$ cat config.mk
export PLATFORM = sky130hd
export DESIGN_NAME = pctc_press
export DESIGN_NICKNAME = d
export VERILOG_FILES = /design/src/hdl/pctc_pkg.sv /design/src/hdl/pctc_press.sv
export SDC_FILE = /design/constraint.sdc
export NUM_CORES = 2
export LEC_CHECK = 0
export BUFFER_PORTS_ARGS = -buffer_cell sky130_fd_sc_hd__buf_2
export CAP_MARGIN = 20
export CORE_ASPECT_RATIO = 1.4
export CORE_UTILIZATION = 60
export CTS_CLUSTER_DIAMETER = 200
export CTS_CLUSTER_SIZE = 25
export DETAILED_ROUTE_END_ITERATION = 12
export PLACE_DENSITY = 0.81
export SETUP_SLACK_MARGIN = 0.5
export SLEW_MARGIN = 25
export SYNTH_ARGS = -nofsm -noshare
export SYNTH_HDL_FRONTEND = slang
export SYNTH_SLANG_ARGS = --single-unit
$ cat constraint.sdc
create_clock -name i_clk -period 8.1 [get_ports i_clk]
set_input_delay 0.81 -clock i_clk [delete_from_list [all_inputs] [get_ports i_clk]]
set_output_delay 0.81 -clock i_clk [all_outputs]
set_load 0.02 [all_outputs]
$ cat src/hdl/pctc_pkg.sv
package pctc_pkg;

    // Channel and configuration widths
    localparam int D_W        = 24;
    localparam int P_W        = 32;
    localparam int T_W        = 19;
    localparam int CFG_IDX_W  = 3;
    localparam int CFG_DATA_W = 16;
    localparam int COEFF_W    = 16;

    // Internal datapath widths, sized to the value ranges of each term
    localparam int DT_W    = 25;  // dT, signed
    localparam int CP_W    = 42;  // coefficient times dT, signed
    localparam int SQ_W    = 48;  // dT squared, unsigned
    localparam int SENS_W  = 35;  // first-order sensitivity, signed
    localparam int OFF_W   = 36;  // first-order offset, signed
    localparam int TIL_W   = 17;  // cold-branch temperature correction
    localparam int TIH_W   = 12;  // warm-branch temperature correction
    localparam int DSQ_W   = 34;  // squared temperature deviations, unsigned
    localparam int OFFI_W  = 38;  // offset correction, unsigned
    localparam int SENSI_W = 37;  // sensitivity correction, unsigned
    localparam int OFF2_W  = 40;  // corrected offset, signed
    localparam int SENS2_W = 39;  // corrected sensitivity, signed
    localparam int LO_W    = 20;  // low slice of SENS2 for the split multiply
    localparam int HI_W    = SENS2_W - LO_W;
    localparam int PP_W    = 44;  // partial products
    localparam int MUL_W   = 63;  // D1 times SENS2, signed
    localparam int Q_W     = 43;  // scaled product minus offset, signed

    // Register indexes
    localparam logic [CFG_IDX_W-1:0] REG_SENS      = 3'd0;
    localparam logic [CFG_IDX_W-1:0] REG_OFFSET    = 3'd1;
    localparam logic [CFG_IDX_W-1:0] REG_SENS_TC   = 3'd2;
    localparam logic [CFG_IDX_W-1:0] REG_OFFSET_TC = 3'd3;
    localparam logic [CFG_IDX_W-1:0] REG_TREF      = 3'd4;
    localparam logic [CFG_IDX_W-1:0] REG_TEMP_SENS = 3'd5;

    // Temperature thresholds in 0.01 degC
    localparam logic signed [T_W-1:0] TEMP_REF   = 19'sd2000;
    localparam logic signed [T_W-1:0] TEMP_FROST = -19'sd1500;

    typedef struct packed {
        logic [COEFF_W-1:0] sens;
        logic [COEFF_W-1:0] offset;
        logic [COEFF_W-1:0] sens_tc;
        logic [COEFF_W-1:0] offset_tc;
        logic [COEFF_W-1:0] tref;
        logic [COEFF_W-1:0] temp_sens;
    } t_coeffs;

    typedef struct packed {
        logic        [D_W-1:0]    d1;
        logic signed [SENS_W-1:0] sens;
        logic signed [OFF_W-1:0]  off;
        logic signed [T_W-1:0]    temp;
        logic        [TIL_W-1:0]  ti_lo;
        logic        [TIH_W-1:0]  ti_hi;
    } t_first;

    typedef struct packed {
        logic        [D_W-1:0]     d1;
        logic signed [OFF2_W-1:0]  off2;
        logic signed [SENS2_W-1:0] sens2;
        logic signed [T_W-1:0]     temp2;
    } t_second;

    // Signed division by 2^k that truncates toward zero
    function automatic logic signed [63:0] div_trunc_pow2(input logic signed [63:0] x,
                                                          input int unsigned k);
        logic signed [63:0] bias;
        bias = x[63] ? ((64'sd1 <<< k) - 64'sd1) : 64'sd0;
        return (x + bias) >>> k;
    endfunction

endpackage

$ cat src/hdl/pctc_press.sv
module pctc_press import pctc_pkg::*; (
    input  logic                  i_clk,
    input  logic                  i_rst_n,
    input  logic                  i_vld,
    output logic                  o_rdy,
    input  t_second               i_data,
    output logic                  o_vld,
    input  logic                  i_rdy,
    output logic signed [P_W-1:0] o_pressure,
    output logic signed [T_W-1:0] o_temperature
);

    localparam int NSTG = 4;

    logic [NSTG-1:0] r_vld;
    logic [NSTG:0]   adv;

    // temperature rides along every stage; the offset only until it is subtracted
    logic signed [T_W-1:0]    r_temp [NSTG];
    logic signed [OFF2_W-1:0] r_off2 [NSTG-2];

    logic        [PP_W-1:0]  r_pp_lo;
    logic signed [PP_W-1:0]  r_pp_hi;
    logic        [PP_W-1:0]  n_pp_lo;
    logic signed [PP_W-1:0]  n_pp_hi;
    logic signed [MUL_W-1:0] r_prod;
    logic signed [MUL_W-1:0] n_prod;
    logic signed [Q_W-1:0]   r_q;
    logic signed [P_W-1:0]   r_p;

    always_comb begin
        adv[NSTG] = i_rdy;
        for (int s = NSTG - 1; s >= 0; s--) begin
            adv[s] = !r_vld[s] || adv[s+1];
        end
    end

    assign o_rdy         = adv[0];
    assign o_vld         = r_vld[NSTG-1];
    assign o_pressure    = r_p;
    assign o_temperature = r_temp[NSTG-1];

    always_ff @(posedge i_clk) begin
        if (!i_rst_n) begin
            r_vld <= '0;
        end else begin
            if (adv[0]) r_vld[0] <= i_vld;
            for (int s = 1; s < NSTG; s++) begin
                if (adv[s]) r_vld[s] <= r_vld[s-1];
            end
        end
    end

    // D1 * SENS2 split into a low unsigned slice and a high signed slice
    assign n_pp_lo = i_data.d1 * i_data.sens2[LO_W-1:0];
    assign n_pp_hi = $signed({1'b0, i_data.d1}) * $signed(i_data.sens2[SENS2_W-1:LO_W]);
    assign n_prod  = (MUL_W'(r_pp_hi) <<< LO_W) + $signed(MUL_W'(r_pp_lo));

    always_ff @(posedge i_clk) begin
        if (adv[0]) begin
            r_pp_lo   <= n_pp_lo;
            r_pp_hi   <= n_pp_hi;
            r_off2[0] <= i_data.off2;
            r_temp[0] <= i_data.temp2;
        end
        if (adv[1]) begin
            r_prod    <= n_prod;
            r_off2[1] <= r_off2[0];
            r_temp[1] <= r_temp[0];
        end
        if (adv[2]) begin
            r_q       <= Q_W'(div_trunc_pow2(64'(r_prod), 21)) - Q_W'(r_off2[1]);
            r_temp[2] <= r_temp[1];
        end
        if (adv[3]) begin
            r_p       <= P_W'(div_trunc_pow2(64'(r_q), 13));
            r_temp[3] <= r_temp[2];
        end
    end

    a_hold_stalled: assert property (@(posedge i_clk) disable iff (!i_rst_n)
        (r_vld[1] && !adv[1]) |=> r_vld[1])
        else $error("stalled product stage lost its item");

endmodule

==> results.py <==
metrics = {
    "drt": {
        "routed_via_density": 5.674,
        "routed_wl_mm": 117.9,
        "drtAntennaViolNets": 0,
        "firstDrtPassIters": 6,
        "drt_iter0_markers": 1873,
        "drt-wirelength-per-cell_um": 20.02,
        "drc": 0,
        "vias": 33410,
    },
    "die": {
        "rows": 122,
        "initial_core_util_pct": 60.76,
        "io_pins": 179,
        "die_w_um": 241.4,
        "core_um2": 79220,
        "die_h_um": 337.1,
        "design.die.area_um2": 81380,
    },
    "clock_tree": {
        "clockBufferDepth": 3,
        "cts_tree": "built",
        "post-cts-setup-buffers": 0,
        "cts_buffers": 19,
        "clkTransAtPathRegs_ns": 0.11,
        "clock_latency_ns": 0.54,
        "cts.hold.buffers_added": 0,
        "cts_sinks": 384,
        "root_buffer": "clkbuf_16",
        "htree_levels": 1,
    },
    "sta": {
        "fin_crit_ns": 7.367,
        "timing.final.crit_share_pct": 90.95,
        "hold_viol": 0,
        "finalSetupViolations": 0,
        "finClkSkew_ns": 0.03253,
        "slew_headroom_pct": 38.19,
        "setup_tns_ns": 0,
        "fmax_ghz": 0.1357,
        "rsz0062_at_grt": "no",
        "worst_pin_slew_ns": 0.9271,
        "slew_viol_final": 0,
    },
    "cells_and_area": {
        "fillCellCount": 6184,
        "area_growth_pct": 5.593,
        "multi_input_area_um2": 32470,
        "drive_gt1_share_pct": 6.448,
        "layout.nets": 6129,
        "final_cell_mix": "inv_1 (917), fa_1 (767), nand2_1 (572)",
        "final_common_cell": "inv_1",
        "ff_latch_area_um2": 11490,
    },
    "setup_path": {
        "rrSetupSlack_ns": 1.98,
        "r2r_cells": 20,
        "cp-start-kind": "input pin",
        "worstPathArrival_ns": 7.65,
        "r2r-start": "r_prod[62]$_DFFE_PP_",
        "critPathRequiredTime_ns": 8.39,
        "end_kind": "flip-flop",
        "reg2reg_to": "r_q[39]$_DFFE_PP_",
        "setup.worst_path.class": "in2reg",
        "crit_fanout": 26,
    },
    "global_route": {
        "grt_max_degree": 75,
        "antenna_found_initial": 14,
        "grtUsageTotal_pct": 29.97,
        "grt_pass1_wl_mm": 187.1,
        "gr-total-overflow": 0,
        "grt_pass1_vias": 35920,
    },
    "hold_path": {
        "hold_end": "r_prod[4]$_DFFE_PP_",
        "hold_depth": 0,
        "hp-class": "reg2reg",
        "hold_start": "r_pp_lo[4]$_DFFE_PP_",
    },
    "logic_synthesis": {
        "postSynth.asyncResetShare_pct": 0,
        "synth-edff-count": 380,
        "synth.yosys.seq_area_share_pct": 23.87,
        "yosysTopAreaCellShare_pct": 31.90,
        "syn_nets": 6045,
        "synth_cells": 4734,
        "synth.area.top_cells": "fa_1 (32%), edfxtp_1 (24%), ha_1 (11%)",
        "synthFlopType": "edfxtp_1",
        "synth-seq-cells": 384,
        "synth_warnings": 0,
        "syn_area_per_cell_um2": 10.17,
        "synth.distinct_cells": 80,
        "synthesis.area_um2": 48140,
        "synth_largest_area_cell": "fa_1",
    },
    "placed_design": {
        "place.gp.congestion": 0.9687,
        "port_buffers": 178,
        "dp_hpwl_mm": 96.42,
    },
    "flow_run": {
        "drv_cap": 0,
    },
    "outcome": {
        "status": "complete, no violations",
    },
}
## stage by stage
| stage | util (%) | setup slack, ns | hold slack [ns] | instances | instance area [um2] |
|---|---|---|---|---|---|
| finish | 64.16 | 0.7334 | 0.4066 | 5888 | 50830 |
| global route | 64.15 | 0.5196 | 0.4122 | 5883 | 50820 |
| CTS | 64.12 | 0.7719 | 0.4055 | 5877 | 50800 |
| detailed placement | 63.47 | 0.2049 | 0.4045 | 5851 | 50280 |
| global placement | 63.47 | 0.3277 | 0.4001 | 5851 | 50280 |
| floorplan | - | 0.9178 | 0.4003 | 4734 | 48140 |
## worst max-delay path by stage
stage	cells past startpoint	end	slack (ns)	startpoint
floorplan	23	r_pp_lo[37]$_DFFE_PP_	0.92	i_data[110]
global placement	22	r_pp_hi[41]$_DFFE_PP_	0.33	i_data[104]
detailed placement	22	r_pp_hi[41]$_DFFE_PP_	0.20	i_data[104]
CTS	22	r_pp_hi[41]$_DFFE_PP_	0.77	i_data[104]
global route	21	r_pp_hi[41]$_DFFE_PP_	0.52	i_data[107]
finish	22	r_pp_hi[41]$_DFFE_PP_	0.73	i_data[103]
## kinds of logic after synthesis
kind of cell	after synthesis	synth area share, %
simple gates	1356	14.13
fa+ha+maj	1185	42.76
xor+xnor	230	4.185
compound gates	466	6.368
flops	384	23.87
buf+inv	1113	8.689
## repair_timing
action | CTS | global route
resized for setup | 0 | 2
endpoints found under the hold margin | 0 | 0
endpoints found under the setup margin | 0 | 3
## final cells by class
cell class                 count  area share (%)
multi-input combinational   3237           63.89
sequential                   384           22.61
inverter                     919           6.794
timing repair buffer         257           3.052
tap                         1054           2.594
clock buffer                  25          0.9797
antenna                       11         0.05415
clock inverter                 1         0.03200
## registers in the layout (all words and copies together), names as in the netlist
register,count
r_vld,4
r_temp,76
r_off2,80
r_pp_hi,43
o_pressure,31
r_prod,63
r_pp_lo,44
r_q,43
## layer usage
metal / up-vias / track usage [%] / routed length, um
met5: - / 0 / 95
met4: 14 / 16.08 / 7188
met3: 401 / 3.446 / 7388
met2: 1312 / 55.51 / 61750
met1: 16700 / 33.29 / 41480
li1: 14980 / - / -
## critical path, cell delays in order
cell and delay (ns):
buf_2 0.51, buf_4 0.27, nand2_1 0.08, fa_1 0.49, inv_1 0.05, fa_1 0.50
inv_1 0.05, fa_1 0.54, inv_1 0.06, fa_1 0.46, fa_1 0.43, fa_1 0.54
fa_1 0.42, ha_1 0.38, and4_1 0.25, a22o_1 0.27, a2111oi_2 0.50, a211o_1 0.34
o21ai_0 0.13, a21oi_1 0.26, o211ai_1 0.14, xor2_1 0.16
## cell usage after synthesis, types with 3 or more instances
library cell / number
a31oi_1: 19
a41oi_1: 4
o31ai_1: 6
a211oi_1: 17
a211o_1: 3
a21oi_1: 141
nand2_1: 574
a21o_1: 74
o21bai_1: 20
dfxtp_1: 4
xor2_1: 68
clkbuf_1: 181
a21boi_0: 4
nand3_1: 56
nor2b_1: 38
nand3b_1: 4
nor2_1: 83
buf_1: 11
xnor2_1: 162
fa_1: 767
a2111oi_0: 3
nand2b_1: 22
o221ai_1: 3
nand4_1: 29
o21a_1: 22
and2_1: 460
inv_1: 919
or3_1: 4
nor3_1: 17
a21o_2: 3
o21ai_0: 80
o21ai_1: 5
nor4_1: 3
or2_2: 7
o211ai_1: 15
a311o_1: 3
ha_1: 418
and3_1: 39
and4_1: 10
o2111ai_1: 7
edfxtp_1: 380
Power is left out: the tool's default activity adds up to more than one toggle a clock period on the data nets, which glitch-free logic cannot reach.
