--- src/hdl/pctc_pkg.sv ---
package pctc_pkg;

    // Channel and configuration widths
    localparam int D_W        = 24;
    localparam int P_W        = 32;
    localparam int T_W        = 19;
    localparam int CFG_IDX_W  = 3;
    localparam int CFG_DATA_W = 16;
    localparam int COEFF_W    = 16;

    // Internal datapath widths, sized to the value ranges of each term
    localparam int DT_W    = 25;  // dT, signed
    localparam int CP_W    = 42;  // coefficient times dT, signed
    localparam int SQ_W    = 48;  // dT squared, unsigned
    localparam int SENS_W  = 35;  // first-order sensitivity, signed
    localparam int OFF_W   = 36;  // first-order offset, signed
    localparam int TIL_W   = 17;  // cold-branch temperature correction
    localparam int TIH_W   = 12;  // warm-branch temperature correction
    localparam int DSQ_W   = 34;  // squared temperature deviations, unsigned
    localparam int OFFI_W  = 38;  // offset correction, unsigned
    localparam int SENSI_W = 37;  // sensitivity correction, unsigned
    localparam int OFF2_W  = 40;  // corrected offset, signed
    localparam int SENS2_W = 39;  // corrected sensitivity, signed
    localparam int LO_W    = 20;  // low slice of SENS2 for the split multiply
    localparam int HI_W    = SENS2_W - LO_W;
    localparam int PP_W    = 44;  // partial products
    localparam int MUL_W   = 63;  // D1 times SENS2, signed
    localparam int Q_W     = 43;  // scaled product minus offset, signed

    // Register indexes
    localparam logic [CFG_IDX_W-1:0] REG_SENS      = 3'd0;
    localparam logic [CFG_IDX_W-1:0] REG_OFFSET    = 3'd1;
    localparam logic [CFG_IDX_W-1:0] REG_SENS_TC   = 3'd2;
    localparam logic [CFG_IDX_W-1:0] REG_OFFSET_TC = 3'd3;
    localparam logic [CFG_IDX_W-1:0] REG_TREF      = 3'd4;
    localparam logic [CFG_IDX_W-1:0] REG_TEMP_SENS = 3'd5;

    // Temperature thresholds in 0.01 degC
    localparam logic signed [T_W-1:0] TEMP_REF   = 19'sd2000;
    localparam logic signed [T_W-1:0] TEMP_FROST = -19'sd1500;

    typedef struct packed {
        logic [COEFF_W-1:0] sens;
        logic [COEFF_W-1:0] offset;
        logic [COEFF_W-1:0] sens_tc;
        logic [COEFF_W-1:0] offset_tc;
        logic [COEFF_W-1:0] tref;
        logic [COEFF_W-1:0] temp_sens;
    } t_coeffs;

    typedef struct packed {
        logic        [D_W-1:0]    d1;
        logic signed [SENS_W-1:0] sens;
        logic signed [OFF_W-1:0]  off;
        logic signed [T_W-1:0]    temp;
        logic        [TIL_W-1:0]  ti_lo;
        logic        [TIH_W-1:0]  ti_hi;
    } t_first;

    typedef struct packed {
        logic        [D_W-1:0]     d1;
        logic signed [OFF2_W-1:0]  off2;
        logic signed [SENS2_W-1:0] sens2;
        logic signed [T_W-1:0]     temp2;
    } t_second;

    // Signed division by 2^k that truncates toward zero
    function automatic logic signed [63:0] div_trunc_pow2(input logic signed [63:0] x,
                                                          input int unsigned k);
        logic signed [63:0] bias;
        bias = x[63] ? ((64'sd1 <<< k) - 64'sd1) : 64'sd0;
        return (x + bias) >>> k;
    endfunction

endpackage

--- src/hdl/pctc_second.sv ---
module pctc_second import pctc_pkg::*; (
    input  logic    i_clk,
    input  logic    i_rst_n,
    input  logic    i_vld,
    output logic    o_rdy,
    input  t_first  i_data,
    output logic    o_vld,
    input  logic    i_rdy,
    output t_second o_data
);

    localparam int NSTG = 3;

    logic [NSTG-1:0] r_vld;
    logic [NSTG:0]   adv;

    // stage 4
    logic                     r_cold;
    logic                     r_frost;
    logic        [DSQ_W-1:0]  r_dev_sq;
    logic        [DSQ_W-1:0]  r_low_sq;
    logic        [D_W-1:0]    r_d1_s4;
    logic signed [SENS_W-1:0] r_sens_s4;
    logic signed [OFF_W-1:0]  r_off_s4;
    logic signed [T_W-1:0]    r_temp2_s4;
    logic signed [T_W-1:0]    dev;
    logic signed [T_W-1:0]    low;
    logic signed [2*T_W-1:0]  n_dev_sq;
    logic signed [2*T_W-1:0]  n_low_sq;
    logic        [TIL_W-1:0]  ti;
    // stage 5
    logic                     r_cold_s5;
    logic        [OFFI_W-1:0]  r_offi;
    logic        [SENSI_W-1:0] r_sensi;
    logic        [D_W-1:0]    r_d1_s5;
    logic signed [SENS_W-1:0] r_sens_s5;
    logic signed [OFF_W-1:0]  r_off_s5;
    logic signed [T_W-1:0]    r_temp2_s5;
    logic        [DSQ_W+1:0]  dev3;
    logic        [DSQ_W+2:0]  dev5;
    logic        [DSQ_W+2:0]  low7;
    logic        [OFFI_W-1:0]  n_offi;
    logic        [SENSI_W-1:0] n_sensi;
    // stage 6
    t_second                  r_out;

    always_comb begin
        adv[NSTG] = i_rdy;
        for (int s = NSTG - 1; s >= 0; s--) begin
            adv[s] = !r_vld[s] || adv[s+1];
        end
    end

    assign o_rdy  = adv[0];
    assign o_vld  = r_vld[NSTG-1];
    assign o_data = r_out;

    always_ff @(posedge i_clk) begin
        if (!i_rst_n) begin
            r_vld <= '0;
        end else begin
            if (adv[0]) r_vld[0] <= i_vld;
            for (int s = 1; s < NSTG; s++) begin
                if (adv[s]) r_vld[s] <= r_vld[s-1];
            end
        end
    end

    // Deviations from 20 degC and from -15 degC; their sign gives the branch
    assign dev      = i_data.temp - TEMP_REF;
    assign low      = i_data.temp - TEMP_FROST;
    assign n_dev_sq = dev * dev;
    assign n_low_sq = low * low;
    assign ti       = dev[T_W-1] ? i_data.ti_lo : TIL_W'(i_data.ti_hi);

    assign dev3 = ((DSQ_W+2)'(r_dev_sq) << 1) + (DSQ_W+2)'(r_dev_sq);
    assign dev5 = ((DSQ_W+3)'(r_dev_sq) << 2) + (DSQ_W+3)'(r_dev_sq);
    assign low7 = ((DSQ_W+3)'(r_low_sq) << 3) - (DSQ_W+3)'(r_low_sq);

    always_comb begin
        if (r_cold) begin
            n_offi  = OFFI_W'(dev3[DSQ_W+1:1]) + (r_frost ? OFFI_W'(low7) : '0);
            n_sensi = SENSI_W'(dev5[DSQ_W+2:3])
                    + (r_frost ? SENSI_W'({r_low_sq, 2'd0}) : '0);
        end else begin
            n_offi  = OFFI_W'(r_dev_sq[DSQ_W-1:4]);
            n_sensi = '0;
        end
    end

    always_ff @(posedge i_clk) begin
        if (adv[0]) begin
            r_cold     <= dev[T_W-1];
            r_frost    <= low[T_W-1];
            r_dev_sq   <= n_dev_sq[DSQ_W-1:0];
            r_low_sq   <= n_low_sq[DSQ_W-1:0];
            r_d1_s4    <= i_data.d1;
            r_sens_s4  <= i_data.sens;
            r_off_s4   <= i_data.off;
            r_temp2_s4 <= i_data.temp - $signed(T_W'(ti));
        end
        if (adv[1]) begin
            r_cold_s5  <= r_cold;
            r_offi     <= n_offi;
            r_sensi    <= n_sensi;
            r_d1_s5    <= r_d1_s4;
            r_sens_s5  <= r_sens_s4;
            r_off_s5   <= r_off_s4;
            r_temp2_s5 <= r_temp2_s4;
        end
        if (adv[2]) begin
            r_out.d1    <= r_d1_s5;
            r_out.off2  <= OFF2_W'(r_off_s5) - $signed(OFF2_W'(r_offi));
            r_out.sens2 <= SENS2_W'(r_sens_s5) - $signed(SENS2_W'(r_sensi));
            r_out.temp2 <= r_temp2_s5;
        end
    end

    a_warm_no_sensi: assert property (@(posedge i_clk) disable iff (!i_rst_n)
        (r_vld[1] && !r_cold_s5) |-> (r_sensi == '0))
        else $error("sensitivity correction applied above 20 degC");

    a_frost_is_cold: assert property (@(posedge i_clk) disable iff (!i_rst_n)
        (r_vld[0] && r_frost) |-> r_cold)
        else $error("below -15 degC flag without below 20 degC flag");

endmodule

--- config.mk ---
export PLATFORM = sky130hd
export DESIGN_NAME = pctc_second
export DESIGN_NICKNAME = d
export VERILOG_FILES = /design/src/hdl/pctc_pkg.sv /design/src/hdl/pctc_second.sv
export SDC_FILE = /design/constraint.sdc
export NUM_CORES = 2
export LEC_CHECK = 0
export ABC_AREA = 0
export BUFFER_PORTS_ARGS = -buffer_cell sky130_fd_sc_hd__buf_2
export CORE_MARGIN = 2
export CORE_UTILIZATION = 47
export DETAILED_ROUTE_END_ITERATION = 8
export PLACE_DENSITY = 0.64
export SYNTH_ARGS = -nofsm -noshare
export SYNTH_HDL_FRONTEND = slang
export SYNTH_SLANG_ARGS = --single-unit
--- constraint.sdc ---
create_clock -name i_clk -period 9.44 [get_ports i_clk]
set_input_delay 0.944 -clock i_clk [delete_from_list [all_inputs] [get_ports i_clk]]
set_output_delay 0.944 -clock i_clk [all_outputs]
set_load 0.01 [all_outputs]
==> impl_metrics.ini <==
[route]
routed_via_density = 5.254
routed_wirelength_um = 122200
drt_pass1_iterations = 5
drc_errors = 0
wirelength_per_cell_um = 18.39
postRouteAntennaNets = 0
drt_first_iter_violations = 1998
routed-via-count = 34922

[logic_synthesis]
synth_top_cell_by_area = sky130_fd_sc_hd__edfxtp_1
post_synth_inst_count = 4865
syn_nets = 6100
synthFlopType = sky130_fd_sc_hd__edfxtp_1
synth_enable_flop_cells = 491
synth.area.top_cells = sky130_fd_sc_hd__edfxtp_1, sky130_fd_sc_hd__fa_1, sky130_fd_sc_hd__ha_1
synthArstFlopShare_pct = 0
ys.warnings.count = 0
syn_avg_cell_area_um2 = 10.39
synth.distinct_cells = 85
synth.yosys.seq_area_share_pct = 29.30
syn_area_um2 = 50530
synthDominantCellAreaShare_pct = 29.18
postSynthRegisterBits = 494

[cts]
cts-htree-levels = 2
cts_hold_repair.buffers = 0
clockBufferDepth = 3
clk_root_buffer_cell = sky130_fd_sc_hd__clkbuf_16
tritoncts = done
clock_sink_count = 494
ctsResizeCount = 0
post_cts_buffers = 0
clkLatencyLatePin_ns = 0.68
numCtsBuffers = 55
clk_transition_reported_paths_ns = 0.07

[worst_hold_path]
min_delay_path_depth = 0
min-delay-path-class = reg2reg

[global_routing]
grt_first_pass_wirelength_um = 196200
grt_pass1_vias = 36695
groute.usage.overall_pct = 22.55
grt_antenna_before_repair = 3
largest_net_degree_at_the_start_of_global_routing = 77
grt_overflow = 0

[setup_path]
cp.arrival_ns = 9.13
critical_path_buf_inv_count = 9
timing.critical_path.required_ns = 9.86
cpLargestDelayFamily = adder cells
crit_type = in2reg
ff2ff_path_depth = 18
stages_on_worst_setup_path = 35
critical_path_peak_fanout = 9
cp-start-kind = primary input
crit_path_frequent_cell = sky130_fd_sc_hd__fa_1
timing.critical_path.slowest_cell_delay_ns = 0.56
worst_path_max_delay_cell = sky130_fd_sc_hd__fa_1
setup.worst_path.end_class = flip-flop

[floorplanning]
floorplan.die.width_um = 331.9
chipHeight_um = 331.9
io_pins = 271
floorplan.initialDensity_pct = 47.27
floorplan.core_area_um2 = 106900
std_cell_rows = 120
die_area_um2 = 110200

[placed_design]
hpwl_um = 99200
portBuffers = 270
place.gp.congestion = 0.9388

[timing]
clock.fmax_mhz = 114.8
final_max_slew_viol_count = 0
finalCritPeriodShare_pct = 92.29
clock-skew-final_ns = 0.06189
final_hold_violation_count = 0
max-slew-margin-rel_pct = 16.27
shortest_clock_period_the_worst_path_allows_after_layout_ns = 8.712
grt_setup_unrepaired = false
actual_transition_at_the_worst_max_transition_pin_ns = 1.247
setup-tns-final_ns = 0
report.final.setup_viol = 0

[cells_and_area]
seqCellArea_um2 = 14800
antenna_cells_inserted = 0
fill_cells = 9726
layout.nets = 6433
drive_above_1_share_pct = 9.630
combined_area_of_the_multi_input_logic_cells_um2 = 31860
synthToLayoutAreaGrowth_pct = 10.55

[run]
max_cap_violations = 0

[run_status]
result_of_the_run = finished, final reports clean
[final cells by class]
type                       count  area share, %
multi-input combinational   3330          57.02
timing repair buffer         358          3.601
tap                         1403          3.142
sequential                   494          26.50
clock buffer                  66          2.537
clock inverter                37         0.7480
inverter                     959          6.452
[sequential cells by signal, indices dropped and copies added (netlist names)]
register    count
r_dev_sq       33
r_off_s4       36
r_off_s5       36
r_offi         38
r_temp2_s5     19
r_cold          1
r_low_sq       31
r_sens_s4      35
r_frost         1
r_sens_s5      35
o_data        122
r_d1_s4        24
r_temp2_s4     19
r_sensi        37
r_vld           3
r_d1_s5        24
[placed cells by master (no fill, tap or decap), drive strengths merged, types with 23 or more instances in the layout]
cell / netlist / final
nand2b: 71 / 71
nor2: 335 / 335
a21o: 110 / 110
nand3: 50 / 50
ha: 472 / 472
a211oi: 25 / 25
clkinv: 9 / 29
o21bai: 40 / 40
fa: 616 / 616
nor2b: 40 / 40
o21ai: 144 / 144
a21oi: 249 / 249
xnor2: 254 / 254
xor2: 85 / 85
nor3: 45 / 45
nand2: 321 / 321
and2: 78 / 78
edfxtp: 491 / 491
clkbuf: 73 / 66
inv: 950 / 954
and3: 35 / 35
o21a: 50 / 50
buf: 9 / 358
a31oi: 35 / 35
mux2: 23 / 23
[path summary, 6_finish.rpt]
| check | from | end | slack (ns) |
|---|---|---|---|
| max | i_data[33] | r_low_sq[31] | 0.73 |
| min | r_temp2_s5[6] | o_data[6] | 0.37 |
| max reg2reg | r_dev_sq[2] | r_offi[36] | 3.49 |
| min reg2reg | r_temp2_s5[6] | o_data[6] | 0.37 |
[worst reg2reg max path, cell delays in order (launching register included)]
cell,delay [ns]
sky130_fd_sc_hd__edfxtp_1,0.60
sky130_fd_sc_hd__inv_1,0.16
sky130_fd_sc_hd__fa_1,0.47
sky130_fd_sc_hd__nor2b_1,0.17
sky130_fd_sc_hd__o31a_1,0.25
sky130_fd_sc_hd__o2111ai_1,0.24
sky130_fd_sc_hd__a221oi_2,0.54
sky130_fd_sc_hd__xor2_1,0.14
sky130_fd_sc_hd__ha_1,0.39
sky130_fd_sc_hd__a21o_1,0.20
sky130_fd_sc_hd__a21o_1,0.18
sky130_fd_sc_hd__a2111oi_0,0.84
sky130_fd_sc_hd__nand4_1,0.33
sky130_fd_sc_hd__nand2_1,0.22
sky130_fd_sc_hd__o211a_1,0.23
sky130_fd_sc_hd__o41ai_1,0.14
sky130_fd_sc_hd__o311ai_0,0.42
sky130_fd_sc_hd__xnor2_1,0.17
sky130_fd_sc_hd__nor2_1,0.05
[cells by family after synthesis]
| family | synth area share [%] |
|---|---|
| xor+xnor | 5.890 |
| other cells | 0.007421 |
| simple gates | 9.810 |
| buf+inv | 7.737 |
| compound gates | 10.34 |
| fa+ha+maj | 36.09 |
| flops | 29.30 |
| mux | 0.8294 |
[synthesized netlist by cell type, drive strengths merged (7+ instances only)]
| cell | number |
|---|---|
| a2111oi | 8 |
| a211o | 8 |
| a211oi | 25 |
| a21boi | 11 |
| a21o | 110 |
| a21oi | 249 |
| a31o | 10 |
| a31oi | 35 |
| a41oi | 8 |
| and2 | 78 |
| and3 | 35 |
| and4 | 7 |
| buf | 9 |
| clkbuf | 73 |
| clkinv | 9 |
| edfxtp | 491 |
| fa | 616 |
| ha | 472 |
| inv | 950 |
| mux2 | 23 |
| mux2i | 16 |
| nand2 | 321 |
| nand2b | 71 |
| nand3 | 50 |
| nand4 | 22 |
| nor2 | 335 |
| nor2b | 40 |
| nor3 | 45 |
| nor4 | 10 |
| o211ai | 15 |
| o21a | 50 |
| o21ai | 144 |
| o21bai | 40 |
| o31a | 7 |
| o31ai | 14 |
| or3 | 19 |
| xnor2 | 254 |
| xor2 | 85 |
[metal layers]
| metal | routed length, µm | track usage [%] | up-vias |
|---|---|---|---|
| li1 | - | - | 16723 |
| met1 | 54550 | 30.42 | 17112 |
| met2 | 57530 | 38.24 | 921 |
| met3 | 6895 | 3.159 | 164 |
| met4 | 3249 | 5.996 | 2 |
| met5 | 20 | 0 | - |
[per-stage QoR]
stage	setup slack, ns	instance area (µm²)	hold slack, ns	utilization, %	instances
detailed placement	0.08095	54030	0.4045	50.54	6544
CTS	0.8117	55870	0.3761	52.26	6647
global route	0.2736	55870	0.3722	52.26	6647
floorplan	0.06415	50550	0.4003	-	4865
finish	0.7278	55870	0.3733	52.26	6647
global placement	0.2095	54030	0.4002	50.54	6544
Power is left out: the tool's default activity adds up to more than one toggle a clock period on the data nets, which glitch-free logic cannot reach.
